--- src/bcsc_pkg.sv ---
// Package for the battery charge stage controller.
// Holds stage and fault codes, the register map, fixed thresholds and the shared structs.
// No dependencies.
`timescale 1ns / 1ps

package bcsc_pkg;

  localparam int NumCells = 4;

  // charge stage codes
  localparam logic [2:0] ST_CC05    = 3'd0;
  localparam logic [2:0] ST_CC1     = 3'd1;
  localparam logic [2:0] ST_CC2     = 3'd2;
  localparam logic [2:0] ST_CV      = 3'd3;
  localparam logic [2:0] ST_TRICKLE = 3'd4;
  localparam logic [2:0] ST_DONE    = 3'd5;
  localparam logic [2:0] ST_FAULT   = 3'd6;

  // fault reason codes
  localparam logic [1:0] FLT_NONE  = 2'd0;
  localparam logic [1:0] FLT_OV    = 2'd1;
  localparam logic [1:0] FLT_OT    = 2'd2;
  localparam logic [1:0] FLT_UT    = 2'd3;

  // register indexes
  localparam logic [7:0] REG_CELL_OV     = 8'd0;
  localparam logic [7:0] REG_CELL_TRICK  = 8'd1;
  localparam logic [7:0] REG_CELL_NORM   = 8'd2;
  localparam logic [7:0] REG_PACK_OV     = 8'd3;
  localparam logic [7:0] REG_PACK_CV     = 8'd4;
  localparam logic [7:0] REG_TEMP_OVER   = 8'd5;
  localparam logic [7:0] REG_TEMP_UNDER  = 8'd6;
  localparam logic [7:0] REG_TERM_MA     = 8'd7;

  // fixed thresholds and currents
  localparam logic [15:0] PACK_MIN_MV     = 16'd12000;
  localparam logic [15:0] PACK_CC1_MV     = 16'd14000;
  localparam logic [15:0] CELL_CV_ENTRY   = 16'd4150;
  localparam logic [15:0] PACK_RESTART_MV = 16'd16400;
  localparam logic [6:0]  SOC_RESTART     = 7'd95;
  localparam logic [31:0] CC05_LIMIT_S    = 32'd600;
  localparam logic [31:0] CC1_LIMIT_S     = 32'd900;
  localparam logic [31:0] CC2_LIMIT_S     = 32'd600;
  localparam logic [31:0] CV_LIMIT_S      = 32'd1800;
  localparam logic [15:0] SPREAD_MAX_MV   = 16'd300;
  localparam logic [13:0] I_TRICKLE       = 14'd250;
  localparam logic [13:0] I_HALF          = 14'd2500;
  localparam logic [13:0] I_ONE           = 14'd5000;
  localparam logic [13:0] I_TWO           = 14'd10000;
  localparam logic [17:0] TEMP_OVER_HYST  = 18'd50;
  localparam logic [17:0] TEMP_UNDER_HYST = 18'd20;
  // floor(x/10) == (x * DIV10_MUL) >> DIV10_SHIFT for x below 2^18
  localparam logic [15:0] DIV10_MUL       = 16'd52429;
  localparam int          DIV10_SHIFT     = 19;

  typedef struct packed {
    logic [15:0] cell_ov_mv;
    logic [15:0] trickle_floor_mv;
    logic [15:0] cell_normal_mv;
    logic [15:0] pack_ov_mv;
    logic [15:0] cv_start_mv;
    logic [14:0] temp_over_dk;
    logic [14:0] temp_under_dk;
    logic [14:0] term_ma;
  } cfg_t;

  typedef struct packed {
    logic [15:0] mv;
    logic        ov;
  } lane_t;

  typedef struct packed {
    logic [15:0]        pack_mv;
    logic signed [15:0] pack_ma;
    logic [6:0]         charge_percent;
    logic signed [15:0] temp_dk;
    logic               reading_valid;
    logic               motor_stall;
    logic [31:0]        now_seconds;
    logic [15:0]        low_cell_mv;
    logic [15:0]        high_cell_mv;
    logic               cell_ov;
    logic               imbalance;
  } snap_t;

  typedef struct packed {
    logic [2:0]  stage;
    logic [13:0] target_ma;
    logic [1:0]  fault_code;
    logic        imbalance;
  } result_t;

endpackage

--- src/bcsc_cell_lane.sv ---
// One cell lane: checks a cell voltage against the overvoltage threshold.
// Depends on bcsc_pkg.
`timescale 1ns / 1ps

module bcsc_cell_lane
  import bcsc_pkg::*;
(
  input  logic [15:0] cell_mv,
  input  logic [15:0] ov_mv,
  output lane_t       lane
);

  assign lane.mv = cell_mv;
  assign lane.ov = (cell_mv >= ov_mv);

endmodule

--- src/bcsc_merge.sv ---
// Merges the cell lanes: min/max tree, overvoltage OR and spread check.
// Depends on bcsc_pkg.
`timescale 1ns / 1ps

module bcsc_merge
  import bcsc_pkg::*;
(
  input  lane_t       lanes [NumCells],
  output logic [15:0] low_cell_mv,
  output logic [15:0] high_cell_mv,
  output logic        cell_ov,
  output logic        imbalance
);

  logic [15:0] min01, min23, max01, max23;

  always_comb begin
    min01 = (lanes[1].mv < lanes[0].mv) ? lanes[1].mv : lanes[0].mv;
    min23 = (lanes[3].mv < lanes[2].mv) ? lanes[3].mv : lanes[2].mv;
    max01 = (lanes[1].mv > lanes[0].mv) ? lanes[1].mv : lanes[0].mv;
    max23 = (lanes[3].mv > lanes[2].mv) ? lanes[3].mv : lanes[2].mv;
    low_cell_mv  = (min23 < min01) ? min23 : min01;
    high_cell_mv = (max23 > max01) ? max23 : max01;
    cell_ov  = lanes[0].ov | lanes[1].ov | lanes[2].ov | lanes[3].ov;
    // max >= min always, so the spread never wraps
    imbalance = ((high_cell_mv - low_cell_mv) > SPREAD_MAX_MV);
  end

endmodule

--- src/bcsc_stage_fsm.sv ---
// Charge stage machine: fault checks, stage transitions, target current and derates.
// Holds stage, stage start time and fault reason; registers the result word.
// Depends on bcsc_pkg.
`timescale 1ns / 1ps

module bcsc_stage_fsm
  import bcsc_pkg::*;
(
  input  logic    clk,
  input  logic    rst_n,
  input  logic    en,
  input  snap_t   snap,
  input  cfg_t    cfg,
  output result_t result
);

  logic [2:0]  stage_r, stage_nxt;
  logic [31:0] start_r, start_nxt;
  logic        started_r;
  logic [1:0]  reason_r, reason_nxt;
  result_t     result_r, result_nxt;

  logic [2:0]         stage_f;
  logic               ov_any, change;
  logic [31:0]        elapsed;
  logic signed [17:0] temp18, over18, under18;
  logic [13:0]        tgt, tgt_derated;
  logic [15:0]        diff;
  logic [19:0]        taper_drop;
  logic [13:0]        taper_tgt;
  logic [16:0]        tgt_x7;
  logic [32:0]        div_prod;

  always_comb begin
    temp18  = $signed({{2{snap.temp_dk[15]}}, snap.temp_dk});
    over18  = $signed({3'b000, cfg.temp_over_dk});
    under18 = $signed({3'b000, cfg.temp_under_dk});
    ov_any  = snap.cell_ov || (snap.pack_mv >= cfg.pack_ov_mv);
    elapsed = started_r ? (snap.now_seconds - start_r) : 32'd0;

    stage_f    = stage_r;
    reason_nxt = reason_r;
    if (ov_any) begin
      stage_f    = ST_FAULT;
      reason_nxt = FLT_OV;
    end
    if (snap.reading_valid && (temp18 >= over18)) begin
      stage_f    = ST_FAULT;
      reason_nxt = FLT_OT;
    end
    if (snap.reading_valid && (temp18 <= under18)) begin
      stage_f    = ST_FAULT;
      reason_nxt = FLT_UT;
    end

    diff       = snap.pack_mv - cfg.cv_start_mv;
    taper_drop = ({4'b0000, diff} << 3) + ({4'b0000, diff} << 1);
    taper_tgt  = 14'(20'd5000 - taper_drop);

    stage_nxt = stage_f;
    change    = 1'b0;
    tgt       = '0;
    unique case (stage_f)
      ST_TRICKLE: begin
        tgt = I_TRICKLE;
        if (snap.low_cell_mv >= cfg.cell_normal_mv && snap.pack_mv >= PACK_MIN_MV &&
            !snap.cell_ov)
          stage_nxt = ST_CC05;
      end
      ST_CC05: begin
        tgt = I_HALF;
        if (elapsed >= CC05_LIMIT_S || snap.pack_mv >= PACK_CC1_MV) stage_nxt = ST_CC1;
        if (snap.low_cell_mv < cfg.trickle_floor_mv) stage_nxt = ST_TRICKLE;
      end
      ST_CC1: begin
        tgt = I_ONE;
        if (snap.high_cell_mv >= CELL_CV_ENTRY || elapsed >= CC1_LIMIT_S) stage_nxt = ST_CV;
        if (snap.low_cell_mv < cfg.trickle_floor_mv) stage_nxt = ST_TRICKLE;
      end
      ST_CC2: begin
        tgt = snap.imbalance ? I_ONE : I_TWO;
        if (snap.high_cell_mv >= CELL_CV_ENTRY || elapsed >= CC2_LIMIT_S) stage_nxt = ST_CV;
      end
      ST_CV: begin
        tgt = I_ONE;
        if (snap.pack_mv > cfg.cv_start_mv) begin
          // taper goes negative past 500 mV over; anything under the floor is zero
          if (taper_drop > 20'd5000 || 15'(taper_tgt) < cfg.term_ma) tgt = '0;
          else tgt = taper_tgt;
        end
        if (snap.pack_ma > 16'sd0 && snap.pack_ma <= $signed({1'b0, cfg.term_ma}))
          stage_nxt = ST_DONE;
        if (elapsed >= CV_LIMIT_S) stage_nxt = ST_DONE;
      end
      ST_DONE: begin
        tgt = '0;
        if (snap.pack_mv <= PACK_RESTART_MV && snap.charge_percent < SOC_RESTART)
          stage_nxt = ST_CC05;
      end
      ST_FAULT: begin
        tgt = '0;
        if (!snap.cell_ov && snap.pack_mv < cfg.pack_ov_mv &&
            temp18 < (over18 - $signed(TEMP_OVER_HYST)) &&
            temp18 > (under18 + $signed(TEMP_UNDER_HYST))) begin
          stage_nxt  = ST_TRICKLE;
          reason_nxt = FLT_NONE;
          change     = 1'b1;
        end
      end
      default: begin
        tgt       = '0;
        stage_nxt = ST_FAULT;
      end
    endcase

    if (stage_nxt != stage_f || change || !started_r) start_nxt = snap.now_seconds;
    else start_nxt = start_r;

    // stall derate: floor(tgt * 7 / 10) via reciprocal multiply
    tgt_x7   = ({3'b000, tgt} << 3) - {3'b000, tgt};
    div_prod = 33'(tgt_x7) * 33'(DIV10_MUL);
    if (snap.motor_stall && tgt != '0) tgt_derated = div_prod[DIV10_SHIFT +: 14];
    else tgt_derated = tgt;
    if (snap.imbalance && tgt_derated > I_ONE) tgt_derated = I_ONE;

    result_nxt.stage      = stage_nxt;
    result_nxt.target_ma  = tgt_derated;
    result_nxt.fault_code = reason_nxt;
    result_nxt.imbalance  = snap.imbalance;
  end

  always_ff @(posedge clk) begin
    if (!rst_n) begin
      stage_r   <= ST_TRICKLE;
      start_r   <= '0;
      started_r <= 1'b0;
      reason_r  <= FLT_NONE;
    end else if (en) begin
      stage_r   <= stage_nxt;
      start_r   <= start_nxt;
      started_r <= 1'b1;
      reason_r  <= reason_nxt;
    end
  end

  always_ff @(posedge clk) begin
    if (en) result_r <= result_nxt;
  end

  assign result = result_r;

endmodule

--- src/battery_charge_stage_controller_core.sv ---
// Top level of the four-cell charge stage controller.
// Instantiates bcsc_cell_lane, bcsc_merge and bcsc_stage_fsm; depends on bcsc_pkg.
`timescale 1ns / 1ps

// Takes one pack snapshot per word and returns one result word per snapshot; the snapshot
// is registered on acceptance and the result word in the stage machine. A new word is
// accepted every cycle while the output is not stalled: four cell lanes check the cells in
// parallel and a merge tree forms min, max, overvoltage and spread, registered before the
// stage machine, whose stage, start time and fault reason registers close a feedback loop.
// The pipeline stalls only when the result register is full and out_tready is low.
// Configuration writes are always accepted (cfg_ready is high); indexes above 7 are ignored.

module battery_charge_stage_controller_core
  import bcsc_pkg::*;
(
  input  logic         clk,
  input  logic         rst_n,
  input  logic         in_tvalid,
  output logic         in_tready,
  // [15:0] pack_mv, [31:16] pack_ma, [38:32] charge_percent, [54:39] temp_dk,
  // [70:55] cell0_mv, [86:71] cell1_mv, [102:87] cell2_mv, [118:103] cell3_mv,
  // [119] motor_stall, [151:120] now_seconds
  input  logic [151:0] in_tdata,
  // [0] reading_valid
  input  logic [0:0]   in_tuser,
  output logic         out_tvalid,
  input  logic         out_tready,
  // [2:0] stage, [16:3] target_ma, [18:17] fault_code, [19] imbalance, [23:20] zero
  output logic [23:0]  out_tdata,
  input  logic         cfg_valid,
  output logic         cfg_ready,
  input  logic [7:0]   cfg_index,
  input  logic [15:0]  cfg_data
);

  cfg_t    cfg_r;
  lane_t   lanes [NumCells];
  snap_t   snap_in, snap_r;
  logic    s1_valid_r, out_valid_r, out_load;
  result_t result;

  logic [15:0] low_cell_mv, high_cell_mv;
  logic        cell_ov, imbalance;

  // configuration registers
  assign cfg_ready = 1'b1;

  always_ff @(posedge clk) begin
    if (!rst_n) begin
      cfg_r.cell_ov_mv       <= 16'd4250;
      cfg_r.trickle_floor_mv <= 16'd2900;
      cfg_r.cell_normal_mv   <= 16'd3000;
      cfg_r.pack_ov_mv       <= 16'd17000;
      cfg_r.cv_start_mv      <= 16'd16800;
      cfg_r.temp_over_dk     <= 15'd3180;
      cfg_r.temp_under_dk    <= 15'd2730;
      cfg_r.term_ma          <= 15'd500;
    end else if (cfg_valid) begin
      unique case (cfg_index)
        REG_CELL_OV:    cfg_r.cell_ov_mv       <= cfg_data;
        REG_CELL_TRICK: cfg_r.trickle_floor_mv <= cfg_data;
        REG_CELL_NORM:  cfg_r.cell_normal_mv   <= cfg_data;
        REG_PACK_OV:    cfg_r.pack_ov_mv       <= cfg_data;
        REG_PACK_CV:    cfg_r.cv_start_mv      <= cfg_data;
        REG_TEMP_OVER:  cfg_r.temp_over_dk     <= cfg_data[14:0];
        REG_TEMP_UNDER: cfg_r.temp_under_dk    <= cfg_data[14:0];
        REG_TERM_MA:    cfg_r.term_ma          <= cfg_data[14:0];
        default: ;
      endcase
    end
  end

  // cell lanes and merge
  for (genvar g = 0; g < NumCells; g++) begin : g_lane
    bcsc_cell_lane u_lane (
      .cell_mv (in_tdata[55 + 16*g +: 16]),
      .ov_mv   (cfg_r.cell_ov_mv),
      .lane    (lanes[g])
    );
  end

  bcsc_merge u_merge (
    .lanes        (lanes),
    .low_cell_mv  (low_cell_mv),
    .high_cell_mv (high_cell_mv),
    .cell_ov      (cell_ov),
    .imbalance    (imbalance)
  );

  always_comb begin
    snap_in.pack_mv        = in_tdata[15:0];
    snap_in.pack_ma        = $signed(in_tdata[31:16]);
    snap_in.charge_percent = in_tdata[38:32];
    snap_in.temp_dk        = $signed(in_tdata[54:39]);
    snap_in.reading_valid  = in_tuser[0];
    snap_in.motor_stall    = in_tdata[119];
    snap_in.now_seconds    = in_tdata[151:120];
    snap_in.low_cell_mv    = low_cell_mv;
    snap_in.high_cell_mv   = high_cell_mv;
    snap_in.cell_ov        = cell_ov;
    snap_in.imbalance      = imbalance;
  end

  // two-stage pipeline, advancing whenever the result register can take a word
  assign out_load  = !out_valid_r || out_tready;
  assign in_tready = !s1_valid_r || out_load;

  always_ff @(posedge clk) begin
    if (!rst_n) begin
      s1_valid_r  <= 1'b0;
      out_valid_r <= 1'b0;
    end else begin
      if (in_tready) s1_valid_r <= in_tvalid;
      if (out_load) out_valid_r <= s1_valid_r;
    end
  end

  always_ff @(posedge clk) begin
    if (in_tready && in_tvalid) snap_r <= snap_in;
  end

  bcsc_stage_fsm u_fsm (
    .clk    (clk),
    .rst_n  (rst_n),
    .en     (s1_valid_r && out_load),
    .snap   (snap_r),
    .cfg    (cfg_r),
    .result (result)
  );

  assign out_tvalid = out_valid_r;
  assign out_tdata  = {4'b0000, result.imbalance, result.fault_code, result.target_ma,
                       result.stage};

endmodule

--- config.mk ---
export PLATFORM = sky130hd
export DESIGN_NAME = battery_charge_stage_controller_core
export DESIGN_NICKNAME = d
export VERILOG_FILES = /design/src/bcsc_pkg.sv /design/src/bcsc_cell_lane.sv /design/src/bcsc_merge.sv /design/src/bcsc_stage_fsm.sv /design/src/battery_charge_stage_controller_core.sv
export SDC_FILE = /design/constraint.sdc
export NUM_CORES = 1
export LEC_CHECK = 0
export BUFFER_PORTS_ARGS = -buffer_cell sky130_fd_sc_hd__buf_2
export CORE_ASPECT_RATIO = 1.75
export CORE_MARGIN = 2
export CORE_UTILIZATION = 40
export CTS_CLUSTER_DIAMETER = 100
export DETAILED_ROUTE_END_ITERATION = 12
export HOLD_SLACK_MARGIN = 0.05
export SLEW_MARGIN = 20
export SYNTH_ARGS = -nofsm -noshare
export SYNTH_HDL_FRONTEND = slang
export SYNTH_SLANG_ARGS = --single-unit
--- constraint.sdc ---
create_clock -name clk -period 39.1 [get_ports clk]
set_input_delay 3.91 -clock clk [delete_from_list [all_inputs] [get_ports clk]]
set_output_delay 3.91 -clock clk [all_outputs]
set_load 0.01 [all_outputs]
[After elaboration in Yosys (flattened, before gate mapping)]
Cells that the tools add are included.
Word-level totals
  bits in registers: 308
  bits of input ports: 182
  output and inout bits: 27
  word-level logic and storage cells: 159
Operators by class
  $add $sub $neg: 8
  multiply operators: 1
  $lt $le $gt $ge: 33
  equal/unequal tests: 14
  mux-type cells: 33
  bitwise gates (word level): 3
  reduce and logical (&&, ||, !) cells: 38
Operator list (count)
  greater-or-equal comparator 16 bit: 7
  < comparator 16 bit: 6
  2-to-1 mux 16 bit: 6
  one-hot mux 14 bit (5 select lines): 1
  greater-or-equal comparator 32 x 10 -> 1 bit, second input constant: 2
  > comparator 16 bit: 4
  2-to-1 mux 14 bit: 4
  2-to-1 mux 3 bit: 13
  multiplier 17 x 16 -> 33 bit, second input constant: 1
  equality test 8 x 3 -> 1 bit, second input constant: 4
  greater-or-equal comparator 16 x 14 -> 1 bit, second input constant: 2
  greater-or-equal comparator 32 x 11 -> 1 bit, second input constant: 1
  <= comparator 16 bit: 2
  2-to-1 mux 32 bit: 1
  subtractor 16 bit: 2
  subtractor 32 bit: 1
  one-hot mux 3 bit (7 select lines): 1
  adder 19 x 17 -> 20 bit: 1
  > comparator 20 x 13 -> 1 bit, second input constant: 1
  AND reduction 2 bit: 9
  > comparator 16 x 17 -> 1 bit: 1
  subtractor 17 x 14 -> 17 bit: 1
  adder 15 x 5 -> 16 bit, second input constant: 1
  equality test 8 x 2 -> 1 bit, second input constant: 2
  other kinds (23): 56

[Longest topological paths before layout]
  word-level depth: 13
  mapped depth: 67
  mapped depth without buffers: 66

[Hierarchy]
Synthesis repeated with hierarchy kept, for this count alone.
Second synthesis, totals
  cells, all modules: 3453
  area, all modules: 30624.4 sq um
By module, submodules not included
  bcsc_stage_fsm: instances 1, cells an instance 2033, area an instance 16107.9 sq um, sequential area each 1361.3 sq um
  battery_charge_stage_controller_core: instances 1, cells an instance 590, area an instance 8634.5 sq um, sequential area each 6236.0 sq um
  bcsc_merge: instances 1, cells an instance 546, area an instance 3804.9 sq um, sequential area each 0.0 sq um
  bcsc_cell_lane: instances 4, cells an instance 71, area an instance 519.2 sq um, sequential area each 0.0 sq um

[Least setup slack after synthesis]
No wires, ideal clock.
  path kind: reg2reg
  start: register snap_r[107] in the netlist's numbering
  end: register u_fsm.result_r, in the netlist u_fsm.result[8], data pin
  library setup time: 255 ps
  arrival: 13188 ps
  data required time: 38845 ps
  setup slack: 25657 ps
  stages on the path, launching flop included: 62
  path buffers: 1
  clock period less this slack: 13443 ps
  cell sequence: edfxtp_1 -> inv_1 -> ha_1 -> fa_1 -> nand2b_1 -> a21oi_1 -> xor2_1 -> ha_1 -> nor2b_1 -> o21ai_0 -> nand2b_1 -> a31oi_1 -> o22ai_1 -> xnor2_1 -> xnor2_1 -> ha_1 -> nor2b_1 -> o21ai_0 -> [26 not listed] -> ha_1 -> a21o_1 -> a21o_1 -> a21oi_1 -> o21ai_0 -> a21oi_1 -> o221ai_1 -> a21o_1 -> nand4_1 -> nand2_1 -> a21o_1 -> nand2_1 -> o31ai_1 -> o21ai_0 -> a21boi_0 -> o31a_1 -> o32a_1 -> and3_1
On the way
  longest elaborated chain between the ends: 13
  elaborated cells between the ends (all ways): 27
  those cells by class: 4 x add/sub; 1 x mul; 5 x order compare; 4 x eq/ne; 7 x mux; 6 x reduce/logical
RTL lines
  from (decl): RTL line battery_charge_stage_controller_core.sv:38  | snap_t snap_in, snap_r;
  from (signal assigned): RTL line battery_charge_stage_controller_core.sv:119  | if (in_tready && in_tvalid) snap_r <= snap_in;
  subtractor 16 bit: RTL line bcsc_stage_fsm.sv:56  | diff = snap.pack_mv - cfg.cv_start_mv;
  adder 19 x 17 -> 20 bit: RTL line bcsc_stage_fsm.sv:57  | taper_drop = ({4'b0000, diff} << 3) + ({4'b0000, diff} << 1);
  subtractor 13 x 14 -> 14 bit: RTL line bcsc_stage_fsm.sv:58  | taper_tgt = 14'(20'd5000 - taper_drop);
  < comparator 14 x 15 -> 1 bit: RTL line bcsc_stage_fsm.sv:88  | if (taper_drop > 20'd5000 || 15'(taper_tgt) < cfg.term_ma) tgt = '0;
  logical OR 1 bit: RTL line bcsc_stage_fsm.sv:88
  2-to-1 mux 14 bit: RTL line bcsc_stage_fsm.sv:88
  2-to-1 mux 14 bit: RTL line bcsc_stage_fsm.sv:86  | if (snap.pack_mv > cfg.cv_start_mv) begin
  one-hot mux 14 bit (5 select lines) *: RTL line bcsc_stage_fsm.sv:63  | unique case (stage_f)
  subtractor 17 x 14 -> 17 bit or nonzero test 14 bit (tied branches): RTL line bcsc_stage_fsm.sv:120, bcsc_stage_fsm.sv:122
  multiplier 17 x 16 -> 33 bit or logical AND 1 bit (tied branches): RTL line bcsc_stage_fsm.sv:121, bcsc_stage_fsm.sv:122
  2-to-1 mux 14 bit *: RTL line bcsc_stage_fsm.sv:122  | if (snap.motor_stall && tgt != '0) tgt_derated = div_prod[DIV10_SHIFT +: 14];
  > comparator 14 x 13 -> 1 bit: RTL line bcsc_stage_fsm.sv:124  | if (snap.imbalance && tgt_derated > I_ONE) tgt_derated = I_ONE;
  logical AND 1 bit: RTL line bcsc_stage_fsm.sv:124
  to (signal assigned): RTL line bcsc_stage_fsm.sv:147  | if (en) result_r <= result_nxt;
  to (decl): RTL line bcsc_stage_fsm.sv:21  | result_t result_r, result_nxt;
Mark *: on every way between the ends. The rest lies on a longest branch, timed or not.
A chain may end at the register's enable or synchronous reset.

[Worst setup path in the final report]
  start: register snap_r[107] in the netlist's numbering
  end: register u_fsm.result_r, in the netlist u_fsm.result[5], data pin
Same word-level chain as after synthesis.

==> out/qor.txt <==
Critical Path Start -> snap_r[107]$_DFFE_PP_
Int Pwr -> 713 uW
Period utilization -> 40.1%
Worst min-delay path category -> register to register
Status -> completed
Clock transition at path regs -> 0.07 ns
Synth Cell Area -> 28800 um2
Worst Hold Depth -> 2
Syn. warnings -> 0
Clock share of power -> 29.1%
Clk sinks -> 307
Sw Pwr -> 420 uW
Sw frac -> 37.1%
Worst skew pair latency -> 0.63 ns
CP arrival -> 16.05 ns
Top FF cell, synth -> dfxtp_1
R2r endpoint -> u_fsm.result[5]$_SDFFCE_PP0P_
Flop2flop setup slack -> 23.41 ns
Final net count -> 4187
Cts bufs inserted -> 31
Slowest cell delay on critical path -> 0.56 ns
Reg power frac -> 32.3%
CP required -> 39.46 ns
Root Driver -> clkbuf_16
Placed Instances -> 4332
Top cells by area, synth -> ha_1 21%, edfxtp_1 15%, dfxtp_1 11%
Combinational share of power -> 38.7%
Share of the synthesized area in the top cell type -> 20.9%
Post-CTS Repair Setup Buffers -> 0
Average cell area after synthesis -> 8.77 um2
Minimum clock period after layout -> 15.69 ns
Async SR Flop Fraction -> 0%
Average routed wire per standard cell -> 20.4 um
Met1 Wirelength -> 31.4 mm
Post-Layout Cell Count -> 4395
GP Congestion -> 0.949
Slowest cell on crit path -> xor2_1
Final worst clock skew -> 0.0393 ns
Initial Util -> 40.2%
Detail Route met2 WL -> 48.1 mm
Max clock buf depth -> 3
Global-route wire length before repair -> 137 mm
Core area -> 71600 um2
WHS -> 0.456 ns
Fillers -> 7151
Synth area leader -> ha_1
Tightest Pin Transition -> 1.10 ns
Routed length on met3 -> 3.68 mm
Vias in the first global route -> 25000
Drt pass-1 iters -> 5
Pwr Total -> 1130 uW
Buffers on Ports -> 203
Vias per inst -> 5.53
Setup crit end -> u_fsm.result[5]$_SDFFCE_PP0P_
Post-synth EDFFs -> 142
Layout cells sized above 1 -> 9.49%
Worst slew margin -> 26.4%
Worst r2r path cells -> 61
Yosys cell types -> 97
Multi-input gate area -> 19100 um2
Hold Buf Count CTS -> 0
Pwr/cell area -> 35.6 nW/um2
Final wirelength -> 89.6 mm
Worst-path fanout max -> 7
CP endpoint kind -> register
Worst R2R Start -> snap_r[107]$_DFFE_PP_
Max-slew violations -> 0
Grt ovf -> 0
Setup Total Neg Slack -> 0 ns
Final setup fails -> 0
Gr usage total -> 24.0%
Remaining antenna violation count -> 0
IO Count -> 209
Initial antenna violation count -> 11
Final Hold Viols -> 0
Top Metal Used -> met5
P&R area growth vs syn -> 10.6%
Via count -> 24300
Largest net degree at the start of global routing -> 65
Register area share after synthesis -> 26.3%
Leakage -> 0.0149 uW
Startpoint Class -> register
Synth Register Bits -> 307
Estimated wirelength of the detail-placed design -> 73.9 mm
DRC -> 0
Initial DRC Count -> 1128
H-tree Lvls -> 1
Sequential cell area -> 7570 um2
Die H -> 359 um
Max_cap viols -> 0
Highest Clock Rate -> 63.7 MHz
Setup CP Type -> register to register
Chip Width -> 207 um
Row cnt -> 130
CTS tree -> built
Cells after synthesis -> 3282
Post-CTS resize count -> 0
Unrepaired setup endpoints after global routing -> false
Peak VDD IR -> 0.0000344 V
DIE AREA -> 74200 um2
## flip-flops by register name, indices dropped and copies added, names as in the netlist
name and cells:
cfg_r 125, out_tvalid 1, s1_valid_r 1, snap_r 122
u_fsm.reason_r 2, u_fsm.result 20, u_fsm.stage_r 3, u_fsm.start_r 32
u_fsm.started_r 1
## final cells by class
| class | instances | share of cell area [%] |
|---|---|---|
| flip-flops and latches | 307 | 23.8 |
| well taps | 924 | 3.63 |
| clock buffers | 33 | 2.46 |
| repair buffers | 221 | 3.61 |
| multi-input cells | 2420 | 60.0 |
| diodes | 5 | 0.0393 |
| clock inverters | 25 | 1.04 |
| inverters | 460 | 5.43 |
## critical path: cells and delay by family, from the launching register on
kind            cells  cell delay (ns)
compound gates     27             6.46
fa+ha+maj          12             4.75
xor+xnor            5             1.66
simple gates       11             1.64
buf+inv             6             0.55
flops               1             0.35
## cells in the mapped netlist (8+ instances only)
cell / instances
nand2_1: 327
inv_1: 455
ha_1: 481
a21o_1: 115
o311ai_0: 11
a21oi_1: 259
nor3_1: 48
fa_1: 83
o21ai_0: 116
or2_2: 10
and3_1: 25
nand2b_1: 47
o211ai_1: 61
o22ai_1: 8
nor4_1: 23
nor2_1: 141
clkbuf_1: 68
mux2i_1: 87
o21bai_1: 16
buf_4: 18
edfxtp_1: 142
or3_1: 16
nand4_1: 42
xnor2_1: 72
a22oi_1: 12
a22o_1: 33
a211oi_1: 21
nor2b_1: 38
dfxtp_1: 165
o21a_1: 30
buf_2: 8
and2_1: 9
o31ai_1: 10
nand3b_1: 9
a31oi_1: 14
a21boi_0: 11
xor2_1: 31
nand3_1: 53
## through the flow
| stage | setup WS [ns] | util [%] | instance area [um2] |
|---|---|---|---|
| finish | 23.41 | 44.5 | 31900 |
| floorplan | 25.66 | - | 28800 |
| global placement | 23.74 | 42.9 | 30700 |
| detailed placement | 23.51 | 42.9 | 30700 |
| CTS | 23.50 | 44.5 | 31800 |
| global route | 22.20 | 44.5 | 31800 |
## worst min path at each step
stage,endpoint,from
finish,cfg_r[71]$_SDFFE_PN0P_,cfg_r[71]$_SDFFE_PN0P_
floorplan,cfg_r[100]$_SDFFE_PN0P_,cfg_r[100]$_SDFFE_PN0P_
global placement,cfg_r[72]$_SDFFE_PN0P_,cfg_r[72]$_SDFFE_PN0P_
global route,u_fsm.reason_r[0]$_SDFFE_PN0P_,u_fsm.reason_r[0]$_SDFFE_PN0P_
detailed placement,cfg_r[105]$_SDFFE_PN0P_,cfg_r[105]$_SDFFE_PN0P_
CTS,cfg_r[105]$_SDFFE_PN0P_,cfg_r[105]$_SDFFE_PN0P_
## cells by family after synthesis
kind of cell	Yosys count	synth area share (%)
AO/OA/AOI/OAI	830	19.3
other	2	0.0261
flip-flops	307	26.3
buffers and inverters	558	7.59
XOR/XNOR	103	3.13
adder cells (fa/ha/maj)	567	26.8
AND/OR/NAND/NOR	824	13.7
multiplexers	91	3.18
## cells in the final DEF, fill, tap and decap left out, drive strengths merged, types with 24 or more instances in the layout
| cell type | n |
|---|---|
| o211ai | 61 |
| a21oi | 260 |
| nor4 | 24 |
| nand2b | 47 |
| inv | 461 |
| edfxtp | 142 |
| o21ai | 121 |
| dfxtp | 165 |
| o21a | 30 |
| a211oi | 25 |
| clkbuf | 33 |
| a22o | 33 |
| nand2 | 327 |
| xnor2 | 72 |
| fa | 83 |
| buf | 221 |
| xor2 | 31 |
| and3 | 25 |
| nand4 | 42 |
| nor2b | 38 |
| nand3 | 53 |
| nor2 | 142 |
| a21o | 115 |
| ha | 481 |
| nor3 | 49 |
| mux2i | 87 |
## power groups by stage
| stage | Sequential (uW) | Combinational (uW) | Clock [uW] |
|---|---|---|---|
| floorplan | 367 | 316 | 0 |
| global placement | 373 | 434 | 0 |
| detailed placement | 373 | 436 | 0 |
| CTS | 366 | 439 | 337 |
| global route | 367 | 493 | 346 |
| finish | 366 | 438 | 329 |
## metal layers
layer / up-vias / GRT usage [%]
li1: 12000 / -
met1: 11400 / 23.6
met2: 629 / 46.7
met3: 276 / 2.89
met4: 14 / 14.6
met5: - / 0
Power figures use the tool's default switching activity.
